File: src/rtl/hrlp_pkg.sv
// Package for the HTTP request line parser: phase codes, character codes,
// method and version name constants, the result beat type and small helpers.
// No dependencies; used by rtl/http_request_line_parser.sv and its checker.
package hrlp_pkg;

    // Default buffer size in bytes; the top level takes it as a parameter.
    localparam int MAX_REQUEST_BYTES_DEF = 4096;

    localparam int DATA_W        = 8;
    localparam int STATUS_W      = 2;
    localparam int METHOD_W      = 3;
    localparam int URI_W         = 12;
    localparam int LINE_W        = 13;
    localparam int TEXT_BYTES    = 8;
    localparam int TEXT_W        = TEXT_BYTES * DATA_W;
    localparam int TEXT_COUNT_W  = 4;
    localparam int NUM_METHODS   = 8;
    localparam int RESULT_W      = STATUS_W + METHOD_W + 2 * URI_W + LINE_W;
    localparam int OUT_TDATA_W   = ((RESULT_W + 7) / 8) * 8;

    localparam int URI_MAX       = (1 << URI_W) - 1;
    localparam int LINE_MAX      = (1 << LINE_W) - 1;

    // Parse phases.
    localparam logic [2:0] PH_METHOD     = 3'd0;
    localparam logic [2:0] PH_METHOD_SEP = 3'd1;
    localparam logic [2:0] PH_URI        = 3'd2;
    localparam logic [2:0] PH_URI_SEP    = 3'd3;
    localparam logic [2:0] PH_VERSION    = 3'd4;
    localparam logic [2:0] PH_DONE       = 3'd5;

    // Result status codes.
    localparam logic [STATUS_W-1:0] ST_OK          = 2'd0;
    localparam logic [STATUS_W-1:0] ST_BAD_REQUEST = 2'd1;
    localparam logic [STATUS_W-1:0] ST_BAD_VERSION = 2'd2;

    // Character codes.
    localparam logic [DATA_W-1:0] CH_NUL   = 8'h00;
    localparam logic [DATA_W-1:0] CH_LF    = 8'h0A;
    localparam logic [DATA_W-1:0] CH_CR    = 8'h0D;
    localparam logic [DATA_W-1:0] CH_SPACE = 8'h20;
    localparam logic [DATA_W-1:0] CH_UPPER_A = 8'd65;
    localparam logic [DATA_W-1:0] CH_UPPER_Z = 8'd90;
    localparam logic [DATA_W-1:0] CASE_OFFSET = 8'd32;

    // Lower-case names, first character in the lowest byte, zero padded.
    localparam logic [TEXT_W-1:0] METHOD_NAMES [NUM_METHODS] = '{
        64'h0000_0000_0074_6567,   // get
        64'h0000_0000_7473_6f70,   // post
        64'h0000_0000_0074_7570,   // put
        64'h0000_6574_656c_6564,   // delete
        64'h0074_6365_6e6e_6f63,   // connect
        64'h0000_0065_6361_7274,   // trace
        64'h0000_0000_6461_6568,   // head
        64'h0073_6e6f_6974_706f    // options
    };
    localparam logic [TEXT_COUNT_W-1:0] METHOD_LENS [NUM_METHODS] = '{
        4'd3, 4'd4, 4'd3, 4'd6, 4'd7, 4'd5, 4'd4, 4'd7
    };
    localparam logic [TEXT_W-1:0] VERSION_NAME = 64'h312e_312f_7074_7468; // http/1.1

    typedef struct packed {
        logic [LINE_W-1:0]   line_length;
        logic [URI_W-1:0]    uri_length;
        logic [URI_W-1:0]    uri_start;
        logic [METHOD_W-1:0] method_code;
        logic [STATUS_W-1:0] status;
    } result_t;

    typedef struct packed {
        logic                hit;
        logic [METHOD_W-1:0] code;
    } method_match_t;

    function automatic logic [DATA_W-1:0] fold_case(input logic [DATA_W-1:0] c);
        logic [DATA_W-1:0] r;
        r = c;
        if (c >= CH_UPPER_A && c <= CH_UPPER_Z)
        begin
            r = c + CASE_OFFSET;
        end
        return r;
    endfunction

    // Text bytes past the count are always zero, so a whole-word compare
    // together with the count decides a match.
    function automatic method_match_t method_lookup(input logic [TEXT_W-1:0] text,
                                                    input logic [TEXT_COUNT_W-1:0] count);
        method_match_t r;
        r = '0;
        for (int m = NUM_METHODS - 1; m >= 0; m--)
        begin
            if (count == METHOD_LENS[m] && text == METHOD_NAMES[m])
            begin
                r.hit  = 1'b1;
                r.code = METHOD_W'(m);
            end
        end
        return r;
    endfunction

endpackage

File: src/rtl/http_request_line_parser.sv
// HTTP request line parser, top level: byte stream in, one verdict beat out.
// Depends on rtl/hrlp_pkg.sv.
//
//  Channel  Direction  Payload                                      Beat meaning
//  s_*      in         tdata[7:0] data_byte, tlast last_byte         one request byte
//  m_*      out        tdata[1:0] status, [4:2] method_code,         one verdict
//                      [16:5] uri_start, [28:17] uri_length,
//                      [41:29] line_length, [47:42] zero
//
// The parse state and the result are both updated in the cycle a byte is
// accepted, so a byte can be taken on every clock while s_tready is high.
// A verdict is registered (result or skid register) before it shows on m_tvalid.
// Reset (rst_n low, asynchronous) returns the parser to the method phase at
// position zero and empties the output stage; no clearing pass is needed.
// The output side has a result register plus a one-entry skid register;
// s_tready only drops while both hold a verdict, so input bytes keep flowing
// while one verdict waits on a stalled m_tready.
module http_request_line_parser #(
    parameter int MAX_REQUEST_BYTES = hrlp_pkg::MAX_REQUEST_BYTES_DEF
) (
    input  logic                              clk,
    input  logic                              rst_n,
    input  logic                              s_tvalid,
    output logic                              s_tready,
    input  logic [hrlp_pkg::DATA_W-1:0]       s_tdata,   // [7:0] data_byte
    input  logic                              s_tlast,   // last_byte
    output logic                              m_tvalid,
    input  logic                              m_tready,
    // [1:0] status, [4:2] method_code, [16:5] uri_start, [28:17] uri_length,
    // [41:29] line_length, rest zero
    output logic [hrlp_pkg::OUT_TDATA_W-1:0]  m_tdata
);

    // The position counter must hold MAX_REQUEST_BYTES itself, where it stops.
    localparam int POS_W = $clog2(MAX_REQUEST_BYTES + 1);

    // Parse state.
    logic [2:0]                              phase_reg, phase_next;
    logic [POS_W-1:0]                        pos_reg, pos_next;
    logic [hrlp_pkg::TEXT_W-1:0]             method_text_reg, method_text_next;
    logic [hrlp_pkg::TEXT_COUNT_W-1:0]       method_count_reg, method_count_next;
    logic [hrlp_pkg::TEXT_W-1:0]             version_text_reg, version_text_next;
    logic [hrlp_pkg::TEXT_COUNT_W-1:0]       version_count_reg, version_count_next;
    logic [hrlp_pkg::URI_W-1:0]              uri_offset_reg, uri_offset_next;
    logic [hrlp_pkg::URI_W-1:0]              uri_count_reg, uri_count_next;
    logic                                    carriage_reg, carriage_next;
    logic [hrlp_pkg::METHOD_W-1:0]           method_code_reg, method_code_next;

    // Output stage: result register and skid register.
    logic                                    out_valid_reg, out_valid_next;
    hrlp_pkg::result_t                       out_data_reg, out_data_next;
    logic                                    skid_valid_reg, skid_valid_next;
    hrlp_pkg::result_t                       skid_data_reg, skid_data_next;

    logic                                    accept;
    logic                                    take;
    logic [hrlp_pkg::DATA_W-1:0]             c;
    logic [hrlp_pkg::DATA_W-1:0]             c_folded;
    logic [31:0]                             pos_wide;
    logic                                    forced;
    logic                                    emit_bad;
    logic                                    emit_line;
    logic                                    version_ok;
    hrlp_pkg::method_match_t                 mmatch;
    hrlp_pkg::result_t                       result;

    assign s_tready = !skid_valid_reg;
    assign accept   = s_tvalid && s_tready;
    assign take     = out_valid_reg && m_tready;
    assign m_tvalid = out_valid_reg;
    assign m_tdata  = hrlp_pkg::OUT_TDATA_W'(out_data_reg);

    assign c        = s_tdata;
    assign c_folded = hrlp_pkg::fold_case(s_tdata);
    assign pos_wide = 32'(pos_reg);
    // The byte at the last buffer position counts as the final byte.
    assign forced   = (pos_wide + 32'd1) >= 32'(MAX_REQUEST_BYTES);

    assign mmatch     = hrlp_pkg::method_lookup(method_text_reg, method_count_reg);
    assign version_ok = (version_count_reg == hrlp_pkg::TEXT_COUNT_W'(hrlp_pkg::TEXT_BYTES))
                        && (version_text_reg == hrlp_pkg::VERSION_NAME);

    // Per-byte parse step.
    always_comb
    begin
        phase_next         = phase_reg;
        pos_next           = pos_reg;
        method_text_next   = method_text_reg;
        method_count_next  = method_count_reg;
        version_text_next  = version_text_reg;
        version_count_next = version_count_reg;
        uri_offset_next    = uri_offset_reg;
        uri_count_next     = uri_count_reg;
        carriage_next      = carriage_reg;
        method_code_next   = method_code_reg;
        emit_bad           = 1'b0;
        emit_line          = 1'b0;

        if (accept)
        begin
            if (phase_reg != hrlp_pkg::PH_DONE)
            begin
                if (c == hrlp_pkg::CH_NUL)
                begin
                    emit_bad = 1'b1;
                end
                else
                begin
                    case (phase_reg)
                        hrlp_pkg::PH_METHOD:
                        begin
                            if (c == hrlp_pkg::CH_SPACE)
                            begin
                                phase_next = hrlp_pkg::PH_METHOD_SEP;
                            end
                            else
                            begin
                                for (int k = 0; k < hrlp_pkg::TEXT_BYTES; k++)
                                begin
                                    if (method_count_reg == hrlp_pkg::TEXT_COUNT_W'(k))
                                    begin
                                        method_text_next[8*k +: 8] = c_folded;
                                    end
                                end
                                if (method_count_reg <= hrlp_pkg::TEXT_COUNT_W'(hrlp_pkg::TEXT_BYTES))
                                begin
                                    method_count_next = method_count_reg + 1'b1;
                                end
                            end
                        end
                        hrlp_pkg::PH_METHOD_SEP:
                        begin
                            if (c == hrlp_pkg::CH_SPACE || !mmatch.hit)
                            begin
                                emit_bad = 1'b1;
                            end
                            else
                            begin
                                method_code_next = mmatch.code;
                                uri_offset_next  = (pos_wide > 32'(hrlp_pkg::URI_MAX))
                                                   ? hrlp_pkg::URI_W'(hrlp_pkg::URI_MAX)
                                                   : hrlp_pkg::URI_W'(pos_wide);
                                uri_count_next   = hrlp_pkg::URI_W'(1);
                                phase_next       = hrlp_pkg::PH_URI;
                            end
                        end
                        hrlp_pkg::PH_URI:
                        begin
                            if (c == hrlp_pkg::CH_SPACE)
                            begin
                                phase_next = hrlp_pkg::PH_URI_SEP;
                            end
                            else if (uri_count_reg != hrlp_pkg::URI_W'(hrlp_pkg::URI_MAX))
                            begin
                                uri_count_next = uri_count_reg + 1'b1;
                            end
                        end
                        hrlp_pkg::PH_URI_SEP, hrlp_pkg::PH_VERSION:
                        begin
                            // The byte after the second space is already the
                            // first version byte.
                            if (phase_reg == hrlp_pkg::PH_URI_SEP && c == hrlp_pkg::CH_SPACE)
                            begin
                                emit_bad = 1'b1;
                            end
                            else
                            begin
                                phase_next = hrlp_pkg::PH_VERSION;
                                if (carriage_reg)
                                begin
                                    if (c == hrlp_pkg::CH_LF)
                                    begin
                                        emit_line = 1'b1;
                                    end
                                    else
                                    begin
                                        emit_bad = 1'b1;
                                    end
                                end
                                else if (c == hrlp_pkg::CH_CR)
                                begin
                                    carriage_next = 1'b1;
                                end
                                else if (c == hrlp_pkg::CH_LF)
                                begin
                                    emit_line = 1'b1;
                                end
                                else
                                begin
                                    for (int k = 0; k < hrlp_pkg::TEXT_BYTES; k++)
                                    begin
                                        if (version_count_reg == hrlp_pkg::TEXT_COUNT_W'(k))
                                        begin
                                            version_text_next[8*k +: 8] = c_folded;
                                        end
                                    end
                                    if (version_count_reg <= hrlp_pkg::TEXT_COUNT_W'(hrlp_pkg::TEXT_BYTES))
                                    begin
                                        version_count_next = version_count_reg + 1'b1;
                                    end
                                end
                            end
                        end
                        default:
                        begin
                        end
                    endcase
                end

                // The data ran out before the line was complete.
                if (!emit_bad && !emit_line && (s_tlast || forced))
                begin
                    emit_bad = 1'b1;
                end
                if (emit_bad || emit_line)
                begin
                    phase_next = hrlp_pkg::PH_DONE;
                end
            end

            if (pos_wide < 32'(MAX_REQUEST_BYTES))
            begin
                pos_next = pos_reg + 1'b1;
            end

            if (s_tlast)
            begin
                phase_next         = hrlp_pkg::PH_METHOD;
                pos_next           = '0;
                method_text_next   = '0;
                method_count_next  = '0;
                version_text_next  = '0;
                version_count_next = '0;
                uri_offset_next    = '0;
                uri_count_next     = '0;
                carriage_next      = 1'b0;
                method_code_next   = '0;
            end
            else if (forced)
            begin
                phase_next = hrlp_pkg::PH_DONE;
            end
        end
    end

    // Verdict for the current byte.
    always_comb
    begin
        result = '0;
        if (emit_bad)
        begin
            result.status = hrlp_pkg::ST_BAD_REQUEST;
        end
        else
        begin
            result.status      = version_ok ? hrlp_pkg::ST_OK : hrlp_pkg::ST_BAD_VERSION;
            result.method_code = method_code_reg;
            result.uri_start   = uri_offset_reg;
            result.uri_length  = uri_count_reg;
            result.line_length = ((pos_wide + 32'd1) > 32'(hrlp_pkg::LINE_MAX))
                                 ? hrlp_pkg::LINE_W'(hrlp_pkg::LINE_MAX)
                                 : hrlp_pkg::LINE_W'(pos_wide + 32'd1);
        end
    end

    // Output stage. A new verdict only arrives while the skid register is
    // empty, because s_tready is low otherwise.
    always_comb
    begin
        out_valid_next  = out_valid_reg;
        out_data_next   = out_data_reg;
        skid_valid_next = skid_valid_reg;
        skid_data_next  = skid_data_reg;
        if (!out_valid_reg || take)
        begin
            if (skid_valid_reg)
            begin
                out_valid_next  = 1'b1;
                out_data_next   = skid_data_reg;
                skid_valid_next = 1'b0;
            end
            else
            begin
                out_valid_next = emit_bad || emit_line;
                out_data_next  = result;
            end
        end
        else if (emit_bad || emit_line)
        begin
            skid_valid_next = 1'b1;
            skid_data_next  = result;
        end
    end

    always_ff @(posedge clk or negedge rst_n)
    begin
        if (!rst_n)
        begin
            phase_reg         <= hrlp_pkg::PH_METHOD;
            pos_reg           <= '0;
            method_text_reg   <= '0;
            method_count_reg  <= '0;
            version_text_reg  <= '0;
            version_count_reg <= '0;
            uri_offset_reg    <= '0;
            uri_count_reg     <= '0;
            carriage_reg      <= 1'b0;
            method_code_reg   <= '0;
            out_valid_reg     <= 1'b0;
            skid_valid_reg    <= 1'b0;
        end
        else
        begin
            phase_reg         <= phase_next;
            pos_reg           <= pos_next;
            method_text_reg   <= method_text_next;
            method_count_reg  <= method_count_next;
            version_text_reg  <= version_text_next;
            version_count_reg <= version_count_next;
            uri_offset_reg    <= uri_offset_next;
            uri_count_reg     <= uri_count_next;
            carriage_reg      <= carriage_next;
            method_code_reg   <= method_code_next;
            out_valid_reg     <= out_valid_next;
            skid_valid_reg    <= skid_valid_next;
        end
    end

    always_ff @(posedge clk)
    begin
        out_data_reg  <= out_data_next;
        skid_data_reg <= skid_data_next;
    end

endmodule

File: config.mk
export PLATFORM = sky130hd
export DESIGN_NAME = http_request_line_parser
export DESIGN_NICKNAME = d
export VERILOG_FILES = /design/src/rtl/hrlp_pkg.sv /design/src/rtl/http_request_line_parser.sv
export SDC_FILE = /design/constraint.sdc
export NUM_CORES = 1
export LEC_CHECK = 0
export BUFFER_PORTS_ARGS = -buffer_cell sky130_fd_sc_hd__clkbuf_2
export CAP_MARGIN = 10
export CORE_MARGIN = 2
export CORE_UTILIZATION = 30
export CTS_CLUSTER_SIZE = 16
export DETAILED_ROUTE_END_ITERATION = 7
export GPL_ROUTABILITY_DRIVEN = 0
export SYNTH_ARGS = -nofsm -noshare
export SYNTH_HDL_FRONTEND = slang
export SYNTH_SLANG_ARGS = --single-unit
File: constraint.sdc
create_clock -name clk -period 13 [get_ports clk]
set_input_delay 1.3 -clock clk [delete_from_list [all_inputs] [get_ports clk]]
set_output_delay 1.3 -clock clk [all_outputs]
set_load 0.01 [all_outputs]
Word-level counts from Yosys, hierarchy flattened:

Index checks and enable logic that the tools add are counted.

* word-level logic and storage cells: 301
* bits in registers: 266
* output and inout bits: 50

* eq/ne operators: 48
* $lt $le $gt $ge: 8
* bitwise operators: 1
* reductions and logical operators: 81
* multiplexer cells: 121
* $add $sub $neg: 6

Operators by type and width (number)
* 64-bit 2-to-1 mux: 13
* 12-bit 2-to-1 mux: 12
* 8-bit 2-to-1 mux: 17
* 64-bit by 23-bit equality test with 1-bit output, second input constant: 2
* 64-bit by 31-bit equality test with 1-bit output, second input constant: 2
* 64-bit by 55-bit equality test with 1-bit output, second input constant: 2
* 4-bit 2-to-1 mux: 23
* 9-bit AND reduction: 9
* 64-bit by 39-bit equality test with 1-bit output, second input constant: 1
* 64-bit by 47-bit equality test with 1-bit output, second input constant: 1
* 64-bit by 62-bit equality test with 1-bit output, second input constant: 1
* 6-bit AND reduction: 9
* 2-bit nonzero test: 24
* 3-bit 2-to-1 mux: 14
* 42-bit 2-to-1 mux: 1
* 40-bit 2-to-1 mux: 1
* 13-bit 2-to-1 mux: 3
* 4-bit by 3-bit equality test with 1-bit output, second input constant: 8
* 32-bit by 13-bit >= comparator with 1-bit output, second input constant: 1
* 32-bit by 13-bit > comparator with 1-bit output, second input constant: 1
* 1-bit 2-to-1 mux: 32
* 12-bit one-hot mux with 2 select lines: 1
* 5-bit inequality test, second input constant: 4
* 4-bit by 2-bit equality test with 1-bit output, second input constant: 4
* other kinds (38): 79

Depth between registers and ports, before layout:

* word-level depth: 28
* gate-level depth with buffers: 12
* gate-level depth less buffers: 10

Worst setup path after synthesis:

Ideal clock, no wire load.

* kind: input to register
* from: input port s_tdata[7] in the netlist's numbering
* to: register skid_data_reg[0] in the netlist's numbering (enable)
* path slack: 8.168 ns
* path buffers: 0
* stages: 6
* data arrival time: 4.390 ns
* cell sequence: or4_1 > nor4_1 > nand2_1 > nand2_1 > o21ai_0 > nor2_1

* longest elaborated chain between the ends: 19
* elaborated cells between the ends (all ways): 35
* classes of those cells: eq/ne: 3; mux: 23; reduce/logical: 9

Ends and longest elaborated chain
* from (decl): RTL line http_request_line_parser.sv:25 `input logic [hrlp_pkg::DATA_W-1:0] s_tdata,`
* 8-bit by 4-bit equality test with 1-bit output: RTL line http_request_line_parser.sv:171, http_request_line_parser.sv:184
* 1-bit 2-to-1 mux: RTL line http_request_line_parser.sv:171, http_request_line_parser.sv:184
* 1-bit 2-to-1 mux: RTL line http_request_line_parser.sv:180 `else if (c == hrlp_pkg::CH_CR)`
* 1-bit 2-to-1 mux: RTL line http_request_line_parser.sv:169 `if (carriage_reg)`
* 1-bit 2-to-1 mux: RTL line http_request_line_parser.sv:162 `if (phase_reg == hrlp_pkg::PH_URI_SEP && c == hrlp_pkg::CH_SPACE)`
* 1-bit 2-to-1 mux: RTL line http_request_line_parser.sv:109 `case (phase_reg)`
* 1-bit 2-to-1 mux: RTL line http_request_line_parser.sv:103 `if (c == hrlp_pkg::CH_NUL)`
* 1-bit 2-to-1 mux: RTL line http_request_line_parser.sv:101 `if (phase_reg != hrlp_pkg::PH_DONE)`
* (+2 left out)
* 1-bit logical AND (2 in series): RTL line http_request_line_parser.sv:211 `if (!emit_bad && !emit_line && (s_tlast || forced))`
* 1-bit 2-to-1 mux: RTL line http_request_line_parser.sv:211
* 1-bit 2-to-1 mux: RTL line http_request_line_parser.sv:101
* 1-bit 2-to-1 mux: RTL line http_request_line_parser.sv:99 `if (accept)`
* 1-bit 2-to-1 mux: RTL line http_request_line_parser.sv:101
* 1-bit 2-to-1 mux: RTL line http_request_line_parser.sv:99
* 1-bit logical OR (*): RTL line http_request_line_parser.sv:288 `else if (emit_bad || emit_line)`
* 2-bit AND reduction (no line) (*)
* to (signal assigned): RTL line http_request_line_parser.sv:332 `skid_data_reg <= skid_data_next;`
* to (decl): RTL line http_request_line_parser.sv:53 `hrlp_pkg::result_t skid_data_reg, skid_data_next;`

Mark *: on every way between the ends. The rest lies on a longest branch, timed or not. The select of a mux whose other input is x is not followed.
A chain may end at the register's enable or synchronous reset.

Worst setup path after layout:

* from: input port s_tdata[7] in the netlist's numbering
* to: register skid_data_reg[10] in the netlist's numbering (enable)

Same word-level chain as after synthesis.

==> run_results.csv <==
group,metric,value,unit
run_status,status,"finished clean",
floorplan,die_w,212,µm
synthesis,synth_cells,1134,
final_layout,final_core_util,34.2,%
clock_network,post_cts_buffers,0,
timing,slew_headroom,15.5,%
grt,use_met3,2.60,%
synthesis,ys_ff_latch,266,
final_layout,drive_above_1_share,24.3,%
flow_run,maxCapViolations,0,
worst_setup_path,required,13.20,ns
clock_network,clk_pin_slew,0.06,ns
grt,met2_usage,20.5,%
final_layout,areaGrowthSynthToFinish,13.2,%
synthesis,synth-edff-count,84,
timing,final-hold-violation-count,0,
synthesis,yosysTopAreaCellShare,35.2,%
worst_setup_path,max_stage_delay,0.74,ns
floorplan,core,42800,µm²
clock_network,cts-buffers-inserted,28,
synthesis,syn_area,12900,µm²
floorplan,num_io_pins,63,
floorplan,initial_utilization,30.2,%
timing,fin_skew,0.0190,ns
route,wirelength,30500,µm
floorplan,die_h,212,µm
clock_network,cts-resized-gates,0,
route,drt-initial-drc-count,668,
worst_setup_path,start_kind,"input port",
worst_setup_path,cp_slowest_cell,"nor4_1",
power_and_ir_drop,worst_ir_drop_vdd,0.0821,mV
clock_network,cts_hold_repair.buffers,0,
grt,grt_pass1_vias,8712,
synthesis,synthArstFlopShare,68.4,%
clock_network,cts_tree,"built",
timing,final_max_slew_viol_count,0,
hold_path,hold_class,"reg2reg",
place,place_area,13800,µm²
grt,antenna_found_initial,0,
route,via_per_inst,5.20,
place,numPortBuffers,56,
floorplan,rows,76,
route,routedWlPerCell,17.5,µm
clock_network,clk_latency,0.56,ns
power_and_ir_drop,powerDensity,186,nW/µm²
synthesis,synth.most_common_cell,"dfrtp_1",
synthesis,ys.warnings.count,0,
grt,grt-ovfl-total,0,
final_layout,nets,1199,
route,drt_pass1_iterations,5,
clock_network,cts.sinks,266,
synthesis,synth_top_area_cell,"dfrtp_1",
worst_setup_path,critPathTopFamily,"simple AND/OR/NAND/NOR gates",
floorplan,die-area,44800,µm²
synthesis,yosysUniqueCellTypes,73,
worst_setup_path,critical_path.max_fanout,42,
grt,grt_max_degree,86,
timing,period_share,33.7,%
power_and_ir_drop,p_leak,0.00580,µW
worst_setup_path,path_buf_inv,1,
synthesis,ys.flop_type,"dfrtp_1",
grt,grt.met1_usage,20.8,%
worst_setup_path,path_class,"in2reg",
timing,rsz0062_at_grt,"false",
worst_setup_path,cp.arrival,4.58,ns
timing,finalSetupTns,0,ns
final_layout,antenna_cells,0,
route,via_count,9058,
final_layout,final_area,14600,µm²
grt,grt_pass1_wl,49400,µm
clock_network,cts_max_level,1,
timing,post-route-min-period,4.38,ns
grt,top_usage_layer,"met1",
worst_setup_path,crit_path_end_kind,"flip-flop",
grt,grt_util_all_layers,13.8,%
route,drtAntennaViolNets,0,
timing,worst_pin_slew,1.25,ns
timing,timing.fmax,228,MHz
place,hpwlAfterDp,20100,µm
clock_network,cts-root-buf,"clkbuf_16",
synthesis,synth.avg_cell_area,11.4,µm²
worst_setup_path,crit_chain,"clkbuf_2, or4_1, nor4_1, o22ai_1, nor4b_1, nand2_1, o21ai_0, nor2_4",
timing,setup_viol,0,
clock_network,cts_buffer_depth,3,
route,drc,0,
synthesis,synth_area_leaders,"dfrtp_1 (35%), edfxtp_1 (20%), mux2_2 (12%)",
synthesis,ys_top_cells_by_count,"dfrtp_1 (182), mux2_2 (140), nor2_1 (107), nand2_1 (93), edfxtp_1 (84)",
synthesis,yosysSeqAreaShare,54.7,%
==> per-stage QoR <==
stage	setup slack, ns	std cells	hold slack (ns)	total power, µW
detailed placement	8.08	1691	0.489	1970
CTS	8.64	1743	0.506	2750
floorplan	8.17	1139	0.471	1750
finish	8.62	1743	0.503	2730
global route	8.31	1743	0.516	2890
global placement	8.13	1691	0.482	1950
==> layout make-up <==
| type | count | area [µm²] |
|---|---|---|
| inverter | 51 | 191 |
| fill | 4279 | 28200 |
| tap | 546 | 683 |
| sequential | 266 | 7080 |
| timing repair buffer | 67 | 369 |
| multi-input combinational | 761 | 5440 |
| clock inverter | 13 | 98.8 |
| clock buffer | 39 | 773 |
==> report_power, final <==
group | switching (µW) | internal [µW]
Clock | 332 | 436
Combinational | 355 | 300
Sequential | 188 | 1120
==> cell usage in the layout, fill, tap and decap left out, types with 9 or more instances in the layout <==
cell type | netlist | layout
a21oi_1 | 41 | 41
buf_4 | 8 | 11
clkbuf_1 | 40 | 9
clkbuf_16 | 0 | 29
clkbuf_2 | 1 | 55
dfrtp_1 | 182 | 181
edfxtp_1 | 84 | 84
ha_1 | 11 | 11
inv_1 | 51 | 51
mux2_2 | 140 | 140
mux2i_1 | 9 | 9
nand2_1 | 93 | 93
nand3_1 | 29 | 29
nand4_1 | 22 | 22
nor2_1 | 107 | 104
nor3_1 | 16 | 16
nor4_1 | 29 | 29
nor4b_1 | 11 | 11
nor4bb_1 | 12 | 12
o21ai_0 | 43 | 43
o31ai_1 | 28 | 28
o31ai_2 | 17 | 17
==> final timing paths <==
kind	startpoint	end	slack [ns]	cells past startpoint
worst max-delay path	s_tdata[7]	skid_data_reg[10]	8.62	8
worst min-delay path	version_text_reg[5]	version_text_reg[5]	0.50	1
worst max register to register	method_text_reg[17]	skid_data_reg[10]	9.00	8
worst min register to register	version_text_reg[5]	version_text_reg[5]	0.50	1
max in group asynchronous	rst_n	skid_valid_reg	10.23	3
min in group asynchronous	rst_n	version_text_reg[54]	0.70	1
==> cell families (layout without fill, tap and decap cells) <==
| family | Yosys count | count (layout) | synth area share, % |
|---|---|---|---|
| buffers and inverters | 112 | 170 | 3.61 |
| flip-flops | 266 | 266 | 54.7 |
| XOR/XNOR | 8 | 8 | 0.542 |
| multiplexers | 149 | 149 | 12.9 |
| other | 1 | 6 | 0.0290 |
| adder cells (fa/ha/maj) | 11 | 11 | 1.06 |
| AO/OA/AOI/OAI | 190 | 190 | 10.5 |
| AND/OR/NAND/NOR | 397 | 397 | 16.6 |
==> layer usage <==
layer	wire, µm	up-vias
li1	-	4252
met1	15200	4497
met2	13000	262
met3	1700	47
met4	595	0
met5	0	-
Note: power is estimated with default switching activity, not from simulation.
